File: config.mk
export PLATFORM = sky130hd
export DESIGN_NAME = sorted_key_table_flat
export DESIGN_NICKNAME = d
export VERILOG_FILES = /design/src/hdl/skt_pkg.sv /design/src/hdl/skt_if.sv /design/src/hdl/skt_cell.sv /design/src/hdl/sorted_key_table.sv /design/src/flat_wrapper.sv
export SDC_FILE = /design/constraint.sdc
export NUM_CORES = 1
export LEC_CHECK = 0
export BUFFER_PORTS_ARGS = -buffer_cell sky130_fd_sc_hd__buf_2
export CORE_MARGIN = 5
export CORE_UTILIZATION = 35
export CTS_CLUSTER_DIAMETER = 150
export CTS_CLUSTER_SIZE = 10
export DETAILED_ROUTE_END_ITERATION = 8
export SKIP_LAST_GASP = 1
export SYNTH_ARGS = -nofsm -noshare
export SYNTH_HDL_FRONTEND = slang
export SYNTH_SLANG_ARGS = --single-unit
export TNS_END_PERCENT = 100
File: constraint.sdc
create_clock -name i_clk -period 3.67 [get_ports i_clk]
set_clock_uncertainty 0.1 [all_clocks]
set_input_delay 0 -clock i_clk [delete_from_list [all_inputs] [get_ports i_clk]]
set_output_delay 0 -clock i_clk [all_outputs]
set_load 0.005 [all_outputs]
File: src/hdl/skt_pkg.sv
// Package with the shared types, constants and status codes of the sorted key table.
package skt_pkg;

    localparam int SKT_CAPACITY = 8;
    localparam int SKT_KEY_W    = 32;
    localparam int SKT_BYTE_W   = 8;
    localparam int SKT_TOTAL_W  = 4;

    localparam logic REQ_INSERT = 1'b0;
    localparam logic REQ_DELETE = 1'b1;

    localparam logic [1:0] ST_DONE     = 2'd0;
    localparam logic [1:0] ST_FULL     = 2'd1;
    localparam logic [1:0] ST_DUP      = 2'd2;
    localparam logic [1:0] ST_NOTFOUND = 2'd3;

    typedef struct packed {
        logic signed [SKT_KEY_W-1:0]  key;
        logic        [SKT_BYTE_W-1:0] age;
        logic        [SKT_BYTE_W-1:0] children;
    } t_rec;

    typedef struct packed {
        logic cmp;
        logic ins;
        logic del;
        t_rec rec;
    } t_cell_cmd;

endpackage

File: src/hdl/skt_if.sv
// Request and response channel interfaces of the sorted key table.
interface skt_req_if;
    logic                                       valid;
    logic                                       ready;
    logic                                       req_type;
    logic signed [skt_pkg::SKT_KEY_W-1:0]       key;
    logic        [skt_pkg::SKT_BYTE_W-1:0]      age;
    logic        [skt_pkg::SKT_BYTE_W-1:0]      children;

    modport source (output valid, req_type, key, age, children, input ready);
    modport sink (input valid, req_type, key, age, children, output ready);
endinterface

interface skt_rsp_if;
    logic                                 valid;
    logic                                 ready;
    logic [1:0]                           status;
    logic [skt_pkg::SKT_TOTAL_W-1:0]      entry_total;

    modport source (output valid, status, entry_total, input ready);
    modport sink (input valid, status, entry_total, output ready);
endinterface

File: src/hdl/skt_cell.sv
// One cell of the sorted chain: holds a record and shifts with its neighbors.
module skt_cell (
    input  logic               i_clk,
    input  skt_pkg::t_cell_cmd i_cmd,
    input  logic               i_valid,
    input  logic               i_left_lt,
    input  skt_pkg::t_rec      i_left_rec,
    input  skt_pkg::t_rec      i_right_rec,
    output skt_pkg::t_rec      o_rec,
    output logic               o_lt,
    output logic               o_eq
);
    import skt_pkg::*;

    t_rec r_rec;
    logic r_lt;
    logic r_eq;

    always_ff @(posedge i_clk) begin
        if (i_cmd.cmp) begin
            r_lt <= i_valid && ($signed(r_rec.key) < $signed(i_cmd.rec.key));
            r_eq <= i_valid && (r_rec.key == i_cmd.rec.key);
        end
        if (i_cmd.ins && !r_lt) begin
            if (i_left_lt) begin
                r_rec <= i_cmd.rec;
            end else begin
                r_rec <= i_left_rec;
            end
        end else if (i_cmd.del && !r_lt) begin
            r_rec <= i_right_rec;
        end
    end

    assign o_rec = r_rec;
    assign o_lt  = r_lt;
    assign o_eq  = r_eq;

endmodule

File: src/hdl/sorted_key_table.sv
// Top level of the sorted key table: control, record count and the chain of cells.
//
// The table holds up to CAPACITY records in ascending order of a signed key.
// Requests arrive on i_req (req_type, key, age, children) and each one yields
// exactly one response on o_rsp (status, entry_total).
// A request is taken when valid and ready are both high; ready is high while
// no request is in progress, also while a response still waits on o_rsp.
// Each request passes through these steps in order: the request is registered,
// every cell compares its stored key with the request key in parallel, and
// the cells shift left or right by one place while the response is loaded
// into the output register. Ready stays low until the response is loaded, so
// a new request is taken only once the current one has gone through every step.
// If the receiver stalls and a response is still held, the update step waits
// until the output register frees; the table is not changed meanwhile.
// Reset clears the record count, so the table starts empty, and drops any
// pending response; no clearing pass is needed.
module sorted_key_table #(
    parameter int CAPACITY = skt_pkg::SKT_CAPACITY
) (
    input logic       i_clk,
    input logic       i_rst_n,
    skt_req_if.sink   i_req,
    skt_rsp_if.source o_rsp
);
    import skt_pkg::*;

    localparam int CW = $clog2(CAPACITY + 1);

    localparam logic [1:0] PH_IDLE = 2'd0;
    localparam logic [1:0] PH_CMP  = 2'd1;
    localparam logic [1:0] PH_UPD  = 2'd2;

    logic [1:0]          r_phase;
    logic [CW-1:0]       r_count;
    logic                r_req_type;
    t_rec                r_req_rec;
    logic                r_out_valid;
    logic [1:0]          r_status;
    logic [CW-1:0]       r_total;

    logic [1:0]          n_status;
    logic [CW-1:0]       n_count;
    logic                n_ins;
    logic                n_del;

    t_cell_cmd           w_cmd;
    t_rec                w_rec [CAPACITY];
    logic [CAPACITY-1:0] w_lt;
    logic [CAPACITY-1:0] w_eq;
    logic                w_found;
    logic                w_full;
    logic                w_upd;

    assign i_req.ready = (r_phase == PH_IDLE);
    assign w_found     = |w_eq;
    assign w_full      = (r_count >= CW'(CAPACITY));
    assign w_upd       = (r_phase == PH_UPD) && !(r_out_valid && !o_rsp.ready);

    always_comb begin
        n_status = ST_DONE;
        n_count  = r_count;
        n_ins    = 1'b0;
        n_del    = 1'b0;
        if (r_req_type == REQ_INSERT) begin
            if (w_full) begin
                n_status = ST_FULL;
            end else if (w_found) begin
                n_status = ST_DUP;
            end else begin
                n_ins   = 1'b1;
                n_count = r_count + CW'(1);
            end
        end else begin
            if (w_found) begin
                n_del   = 1'b1;
                n_count = r_count - CW'(1);
            end else begin
                n_status = ST_NOTFOUND;
            end
        end
    end

    always_comb begin
        w_cmd.cmp = (r_phase == PH_CMP);
        w_cmd.ins = w_upd && n_ins;
        w_cmd.del = w_upd && n_del;
        w_cmd.rec = r_req_rec;
    end

    always_ff @(posedge i_clk) begin
        if (!i_rst_n) begin
            r_phase     <= PH_IDLE;
            r_count     <= '0;
            r_out_valid <= 1'b0;
        end else begin
            if (o_rsp.ready && !w_upd) begin
                r_out_valid <= 1'b0;
            end
            unique case (r_phase)
                PH_IDLE: begin
                    if (i_req.valid) begin
                        r_phase <= PH_CMP;
                    end
                end
                PH_CMP: begin
                    r_phase <= PH_UPD;
                end
                PH_UPD: begin
                    if (w_upd) begin
                        r_phase     <= PH_IDLE;
                        r_count     <= n_count;
                        r_out_valid <= 1'b1;
                    end
                end
                default: begin
                    r_phase <= PH_IDLE;
                end
            endcase
        end
    end

    always_ff @(posedge i_clk) begin
        if (i_req.valid && i_req.ready) begin
            r_req_type         <= i_req.req_type;
            r_req_rec.key      <= i_req.key;
            r_req_rec.age      <= i_req.age;
            r_req_rec.children <= i_req.children;
        end
        if (w_upd) begin
            r_status <= n_status;
            r_total  <= n_count;
        end
    end

    assign o_rsp.valid       = r_out_valid;
    assign o_rsp.status      = r_status;
    assign o_rsp.entry_total = SKT_TOTAL_W'(r_total);

    genvar gi;
    generate
        for (gi = 0; gi < CAPACITY; gi++) begin : g_cell
            logic w_left_lt;
            t_rec w_left_rec;
            t_rec w_right_rec;

            if (gi == 0) begin : g_head
                assign w_left_lt  = 1'b1;
                assign w_left_rec = r_req_rec;
            end else begin : g_body
                assign w_left_lt  = w_lt[gi-1];
                assign w_left_rec = w_rec[gi-1];
            end
            if (gi == CAPACITY - 1) begin : g_tail
                assign w_right_rec = w_rec[gi];
            end else begin : g_mid
                assign w_right_rec = w_rec[gi+1];
            end

            skt_cell u_cell (
                .i_clk       (i_clk),
                .i_cmd       (w_cmd),
                .i_valid     (CW'(gi) < r_count),
                .i_left_lt   (w_left_lt),
                .i_left_rec  (w_left_rec),
                .i_right_rec (w_right_rec),
                .o_rec       (w_rec[gi]),
                .o_lt        (w_lt[gi]),
                .o_eq        (w_eq[gi])
            );
        end
    endgenerate

    a_count_bound: assert property (@(posedge i_clk) disable iff (!i_rst_n)
        r_count <= CW'(CAPACITY))
        else $error("record count exceeds capacity");

    a_unique_key: assert property (@(posedge i_clk) disable iff (!i_rst_n)
        (r_phase == PH_UPD) |-> $onehot0(w_eq))
        else $error("more than one cell matches the key");

    a_sorted_prefix: assert property (@(posedge i_clk) disable iff (!i_rst_n)
        (r_phase == PH_UPD) |-> (((w_lt >> 1) & ~w_lt) == '0) && ((w_lt & w_eq) == '0))
        else $error("cell order is broken");

    a_insert_count: assert property (@(posedge i_clk) disable iff (!i_rst_n)
        (w_upd && n_ins) |=> (r_count == $past(r_count) + CW'(1)))
        else $error("insert did not grow the table");

endmodule

File: src/flat_wrapper.sv
// flat-port wrapper written by rule: the top's interface ports become plain ports
module sorted_key_table_flat import skt_pkg::*;
#(
    parameter int CAPACITY = skt_pkg::SKT_CAPACITY
)
  (i_clk, i_rst_n, i_req_valid, i_req_req_type, i_req_key, i_req_age, i_req_children, i_req_ready, o_rsp_valid, o_rsp_status, o_rsp_entry_total, o_rsp_ready);
  skt_req_if i_req_i ();
  skt_rsp_if o_rsp_i ();
  input logic i_clk;
  input logic i_rst_n;
  input wire logic [$bits(i_req_i.valid)-1:0] i_req_valid;
  input wire logic [$bits(i_req_i.req_type)-1:0] i_req_req_type;
  input wire logic [$bits(i_req_i.key)-1:0] i_req_key;
  input wire logic [$bits(i_req_i.age)-1:0] i_req_age;
  input wire logic [$bits(i_req_i.children)-1:0] i_req_children;
  output wire logic [$bits(i_req_i.ready)-1:0] i_req_ready;
  output wire logic [$bits(o_rsp_i.valid)-1:0] o_rsp_valid;
  output wire logic [$bits(o_rsp_i.status)-1:0] o_rsp_status;
  output wire logic [$bits(o_rsp_i.entry_total)-1:0] o_rsp_entry_total;
  input wire logic [$bits(o_rsp_i.ready)-1:0] o_rsp_ready;
  assign i_req_i.valid = i_req_valid;
  assign i_req_i.req_type = i_req_req_type;
  assign i_req_i.key = i_req_key;
  assign i_req_i.age = i_req_age;
  assign i_req_i.children = i_req_children;
  assign i_req_ready = i_req_i.ready;
  assign o_rsp_valid = o_rsp_i.valid;
  assign o_rsp_status = o_rsp_i.status;
  assign o_rsp_entry_total = o_rsp_i.entry_total;
  assign o_rsp_i.ready = o_rsp_ready;
  sorted_key_table #(.CAPACITY(CAPACITY)) u_core (.i_clk(i_clk), .i_rst_n(i_rst_n), .i_req(i_req_i), .o_rsp(o_rsp_i));
endmodule
# Word-level counts from Yosys, hierarchy flattened
# Cells that the tools add are included.
dict set report classes {
  mux 40
  n_reduce_logical 59
  eq_ne 12
  addsub 2
  n_lt_le_gt_ge 17
}
# cell n
set op_table {}
lappend op_table {{2-to-1 mux 48 bit} 21}
lappend op_table {{equality test 32 bit} 8}
lappend op_table {{< comparator 32 bit} 8}
lappend op_table {{logical AND 1 bit} 37}
lappend op_table {{< comparator 3 x 4 -> 1 bit (first input constant)} 4}
lappend op_table {{2-to-1 mux 4 bit} 4}
lappend op_table {{nonzero test 2 bit} 7}
lappend op_table {{2-to-1 mux 2 bit} 6}
lappend op_table {{logical NOT 1 bit} 11}
lappend op_table {{< comparator 1 x 4 -> 1 bit (first input constant)} 2}
lappend op_table {{< comparator 2 x 4 -> 1 bit (first input constant)} 2}
lappend op_table {{2-to-1 mux 1 bit} 8}
lappend op_table {{OR reduction 8 bit} 1}
lappend op_table {{one-hot mux 2 bit (3 select lines)} 1}
lappend op_table {{adder 4 x 1 -> 4 bit (second input constant)} 1}
lappend op_table {{>= comparator 4 bit (second input constant)} 1}
lappend op_table {{AND reduction 2 bit} 2}
lappend op_table {{subtractor 4 x 1 -> 4 bit (second input constant)} 1}
lappend op_table {{equality test 2 x 1 -> 1 bit (second input constant)} 1}
lappend op_table {{equality test 2 bit (second input constant)} 1}
lappend op_table {{logical NOT 2 bit} 1}
lappend op_table {{inequality test 2 x 1 -> 1 bit (second input constant)} 1}
lappend op_table {{inequality test 2 bit (second input constant)} 1}
dict set report totals {
  elab_cells 179
  ff_bits 462
}

# Depth between registers and ports, before layout
dict set report depth {
  word_depth 9
  mapped_depth 9
  depth_no_buf 8
}

# Cells and area by module
# From an unflattened synthesis, not the netlist that was laid out.
dict set report hier_totals {
  hier_cells 2787
  area_unflattened_um2 29045.4
}
# module instances seq_area_each_um2 area_each_um2 cells_each
set by_module_without_submodules {}
lappend by_module_without_submodules {skt_cell 8 1501.4 3340.7 331}
lappend by_module_without_submodules {sorted_key_table 1 1791.7 2319.7 139}

# Least setup slack after synthesis
# OpenSTA, ideal clock, no wires.
dict set report synth_timing {
  path_type {register -> register}
  start {register u_core.g_cell[4].u_cell.r_eq}
  end {register u_core.g_cell[0].u_cell.r_rec (netlist bit u_core.g_cell[0].u_cell.o_rec[16]), enable pin}
  setup_slack_ns 0.288
  period_less_slack_ns 3.382
  arrival_time_ns 2.860
  required_time_ns 3.149
  path_stages_with_launch 5
  cell_sequence {edfxtp_1 > or4_4 > nor4_2 > o21ai_2 > nor2_1}
}
dict set report synth_via {
  elab_chain_len 7
  word_cells_on_any_way 11
  cone_classes {mux (5); reduce/logical (6)}
}
# element line_no
set synth_lines {}
lappend synth_lines {{start: declaration} skt_cell.sv:17} ;# logic r_eq;
lappend synth_lines {{start signal: assignment} skt_cell.sv:22} ;# r_eq <= i_valid && (r_rec.key == i_cmd.rec.key);
lappend synth_lines {{OR reduction 8 bit (*)} sorted_key_table.sv:55} ;# assign w_found = |w_eq;
lappend synth_lines {{2-to-1 mux 1 bit} sorted_key_table.sv:67} ;# end else if (w_found) begin
lappend synth_lines {{2-to-1 mux 1 bit} sorted_key_table.sv:65} ;# if (w_full) begin
lappend synth_lines {{2-to-1 mux 1 bit} sorted_key_table.sv:64} ;# if (r_req_type == REQ_INSERT) begin
lappend synth_lines {{logical AND 1 bit} sorted_key_table.sv:85} ;# w_cmd.ins = w_upd && n_ins;
lappend synth_lines {{logical AND 1 bit} skt_cell.sv:24} ;# if (i_cmd.ins && !r_lt) begin
lappend synth_lines {{nonzero test 2 bit (no source line) (*)} n/a}
lappend synth_lines {{end signal: assignment} skt_cell.sv:26} ;# r_rec <= i_cmd.rec;
lappend synth_lines {{end signal: assignment} skt_cell.sv:28} ;# r_rec <= i_left_rec;
lappend synth_lines {{end signal: assignment} skt_cell.sv:31} ;# r_rec <= i_right_rec;
lappend synth_lines {{end: declaration} skt_cell.sv:15} ;# t_rec r_rec;
# Every way passes the cells marked *; elsewhere a longest branch is shown, timed or not.
# A chain may end at the register's enable or synchronous reset.

# Worst setup path after layout
dict set report layout_timing {
  start {register u_core.r_req_rec (netlist bit u_core.g_cell[0].w_left_rec[46])}
  end {register u_core.g_cell[0].u_cell.r_lt, data pin}
}
dict set report layout_via {
  elab_chain_len 2
}
# element line_no
set layout_lines {}
lappend layout_lines {{start: declaration} sorted_key_table.sv:36} ;# t_rec r_req_rec;
lappend layout_lines {{< comparator 32 bit} skt_cell.sv:21} ;# r_lt <= i_valid && ($signed(r_rec.key) < $signed(i_cmd.rec.key));
lappend layout_lines {{logical AND 1 bit} skt_cell.sv:21}
lappend layout_lines {{end signal: assignment} skt_cell.sv:21}
lappend layout_lines {{end: declaration} skt_cell.sv:16} ;# logic r_lt;
# No other way between the ends.

==> metrics.txt <==
Top FF cell, synth=edfxtp_1; P_int=6170 uW; Non-Filler Instances=2692; initial antenna violation count=2; worst min path class=in2reg; cts repair resizes=0; register area share after synthesis=46.3%; CTS tree=done; number of max-cap violations=0; clk buf depth=3; largest net degree at the start of global routing=65; DIE AREA=0.0634 mm^2; met2 global-route usage=31.6%; Post-CTS Setup Inserts=0; total core area=0.0578 mm^2; Area growth syn-to-layout=12.7%; TNS Setup=0 ns; Setup-failing EPs final=0; Rel. slew slack=35.0%; Flop pwr share=50.1%; syn nets=2169; DRT antenna net count=0; Die X=252 um; status=completed; global-route wire length before repair=93000 um; clock latency on the worst-skew pair=0.56 ns; GRT Overall Usage=19.0%; mean post-synth cell area=11.0 um^2; H-Tree Depth=2; met1 Usage GRT=25.9%; Final HPWL DP=43600 um; worst vdd ir=309 uV; Layout Nets=2233; grt met3 use=2.40%; Yosys reg bits=318; combinational power share=10.2%; max-slew violation count=0; GP Congestion=0.918; Initial DRC Count=1228; Setup CP Type=reg2reg; routed vias/inst=5.55; Hold Fails Final Rpt=0; root buffer cell=clkbuf_16; site row count=88; Switching Fraction=25.0%; Lkg Pwr=0.00917 uW; diode count=0; Async SR Flop Fraction=0%; vias in the first global route=14.9k; crit-path max FO=9; fin area=0.0231 mm^2; TritonCTS buffer count=37; TritonRoute pass-1 iters=5; WL per Instance=22.8 um; fill cell count=5580; Tcrit/Tclk final=86.3%; placed standard-cell area=0.0217 mm^2; Switch Pwr=2050 uW; clk slew on worst S/H paths=0.06 ns; achievable frequency=316 MHz; crit end category=register; GR Overflow Total=0; Post-route DRC=0; Yosys cell types=56; Worst-Margin Slew=0.974 ns; most common cell after layout, fill and taps aside=edfxtp_1; Post-Route WL=61500 um; vias=14.9k; RSZ-0062 raised after global routing=false; cell count after synthesis=1857; WP data required=3.88 ns; gr busiest metal=met2; Clock Power Share=39.7%; Post-CTS Hold Buffers=38; die height=252 um; Starting Density=35.4%; PortBufs=44; yosys warns=0; WP data arrival=3.38 ns; most frequent cells in the layout=edfxtp_1 (311), a21oi_1 (291), ha_1 (259); Critical Path Start Type=register; Multi-input gate area=0.0104 mm^2; I/O pin cnt=61; placed insts=2609; final worst path period need=3.17 ns; Post-synth EDFFs=311; # clock sinks=318; post-synth design cell area=0.0205 mm^2; share of cells above drive strength 1=9.60%; Storage cell area=0.00948 mm^2; PD cells=356 mW/mm^2
## synth_stat cells, drive strengths merged (2+ instances only)
master	count	area, um^2
a221oi	13	114
edfxtp	311	9340
nor4	11	75.1
a31oi	3	18.8
or2	2	12.5
dfxtp	7	140
o31ai	3	22.5
clkbuf	77	289
o21ai	43	219
a2111oi	2	17.5
buf	24	139
a211o	2	17.5
nor3	16	80.1
mux2	63	709
a21o	21	158
nand3b	4	30.0
inv	52	195
or3	6	37.5
or4	2	22.5
and2	2	12.5
o31a	3	26.3
nor2	241	965
nand2b	7	43.8
and3	7	43.8
o21a	8	60.1
and4	10	87.6
a21oi	291	1460
nor2b	13	81.3
mux2i	194	1940
nand3	19	108
nand2	72	270
a221o	4	40.0
o211ai	6	45.0
xnor2	4	35.0
a21boi	5	37.5
a21bo	2	20.0
nand4	40	250
ha	259	3240
## routing by layer
metal  wire [um]  part of all wire (%)
met1       27800                    45
met4        1870                   3.0
met5          13                 0.021
met3        2920                   4.7
met2       28900                    47
## final timing paths
| path | startpoint | cells after the start | slack (ns) | end |
|---|---|---|---|---|
| max | u_core.g_cell[0].w_left_rec[46]$_DFFE_PP_ | 8 | 0.50 | u_core.g_cell[0].u_cell.o_lt$_DFFE_PN_ |
| min | i_req_key[29] | 2 | 0.06 | u_core.g_cell[0].w_left_rec[45]$_DFFE_PP_ |
| max reg2reg | u_core.g_cell[0].w_left_rec[46]$_DFFE_PP_ | 8 | 0.50 | u_core.g_cell[0].u_cell.o_lt$_DFFE_PN_ |
| min reg2reg | u_core.o_rsp.valid$_SDFF_PN0_ | 2 | 0.42 | u_core.o_rsp.valid$_SDFF_PN0_ |
## cell families after synthesis
kind of cell    Yosys count  synth area share [%]
flops                   318                  46.3
compound gates          413                  11.3
simple gates            453                  10.4
mux                     257                  13.0
fa+ha+maj               259                  15.8
buf+inv                 153                  3.04
xor+xnor                  4                 0.171
## flip-flops by register name, summed over array words and instances, names as in the netlist
register	count
u_core.g_cell.u_cell.o_rec	256
u_core.r_count	4
u_core.o_rsp.status	2
u_core.r_req_type	1
u_core.o_rsp.valid	1
u_core.g_cell.w_left_rec	32
u_core.g_cell.u_cell.o_lt	8
u_core.g_cell.u_cell.o_eq	8
u_core.o_rsp.entry_total	4
u_core.r_phase	2
## critical path, stage by stage (launching register included)
cell       delay, ns
edfxtp_1        0.55
inv_1           0.30
ha_1            0.39
nand4_1         0.15
or3_1           0.46
nor2_1          0.31
o31ai_1         0.17
o2111ai_1       0.13
mux2_2          0.37
## stage by stage
stage | power [uW] | util [%] | hold slack, ns | worst slack, ns
3_5_place_dp | 4990 | 37.6 | 0.0781 | 0.520
4_1_cts | 8300 | 39.9 | 0.0287 | 0.499
6_report | 8220 | 39.9 | 0.0577 | 0.501
2_1_floorplan | 4690 | - | -0.00113 | 0.288
5_1_grt | 8520 | 39.9 | 0.0571 | 0.397
3_3_place_gp | 4970 | 37.6 | 0.0797 | 0.650
## final cells by class
cell class,count,share of cell area (%)
Clock buffer,44,4.13
Multi-Input combinational cell,1386,45.2
Tap cell,765,4.15
Inverter,52,0.846
Timing Repair Buffer,126,4.53
Sequential cell,318,41.1
Clock inverter,1,0.0163
## power by group through the flow
stage | Combinational [uW] | Sequential (uW) | Clock, uW
2_1_floorplan | 579 | 4120 | 0
3_3_place_gp | 779 | 4190 | 0
3_5_place_dp | 798 | 4190 | 0
4_1_cts | 835 | 4120 | 3340
5_1_grt | 927 | 4130 | 3470
6_report | 834 | 4120 | 3260
Power figures use the tool's default switching activity.
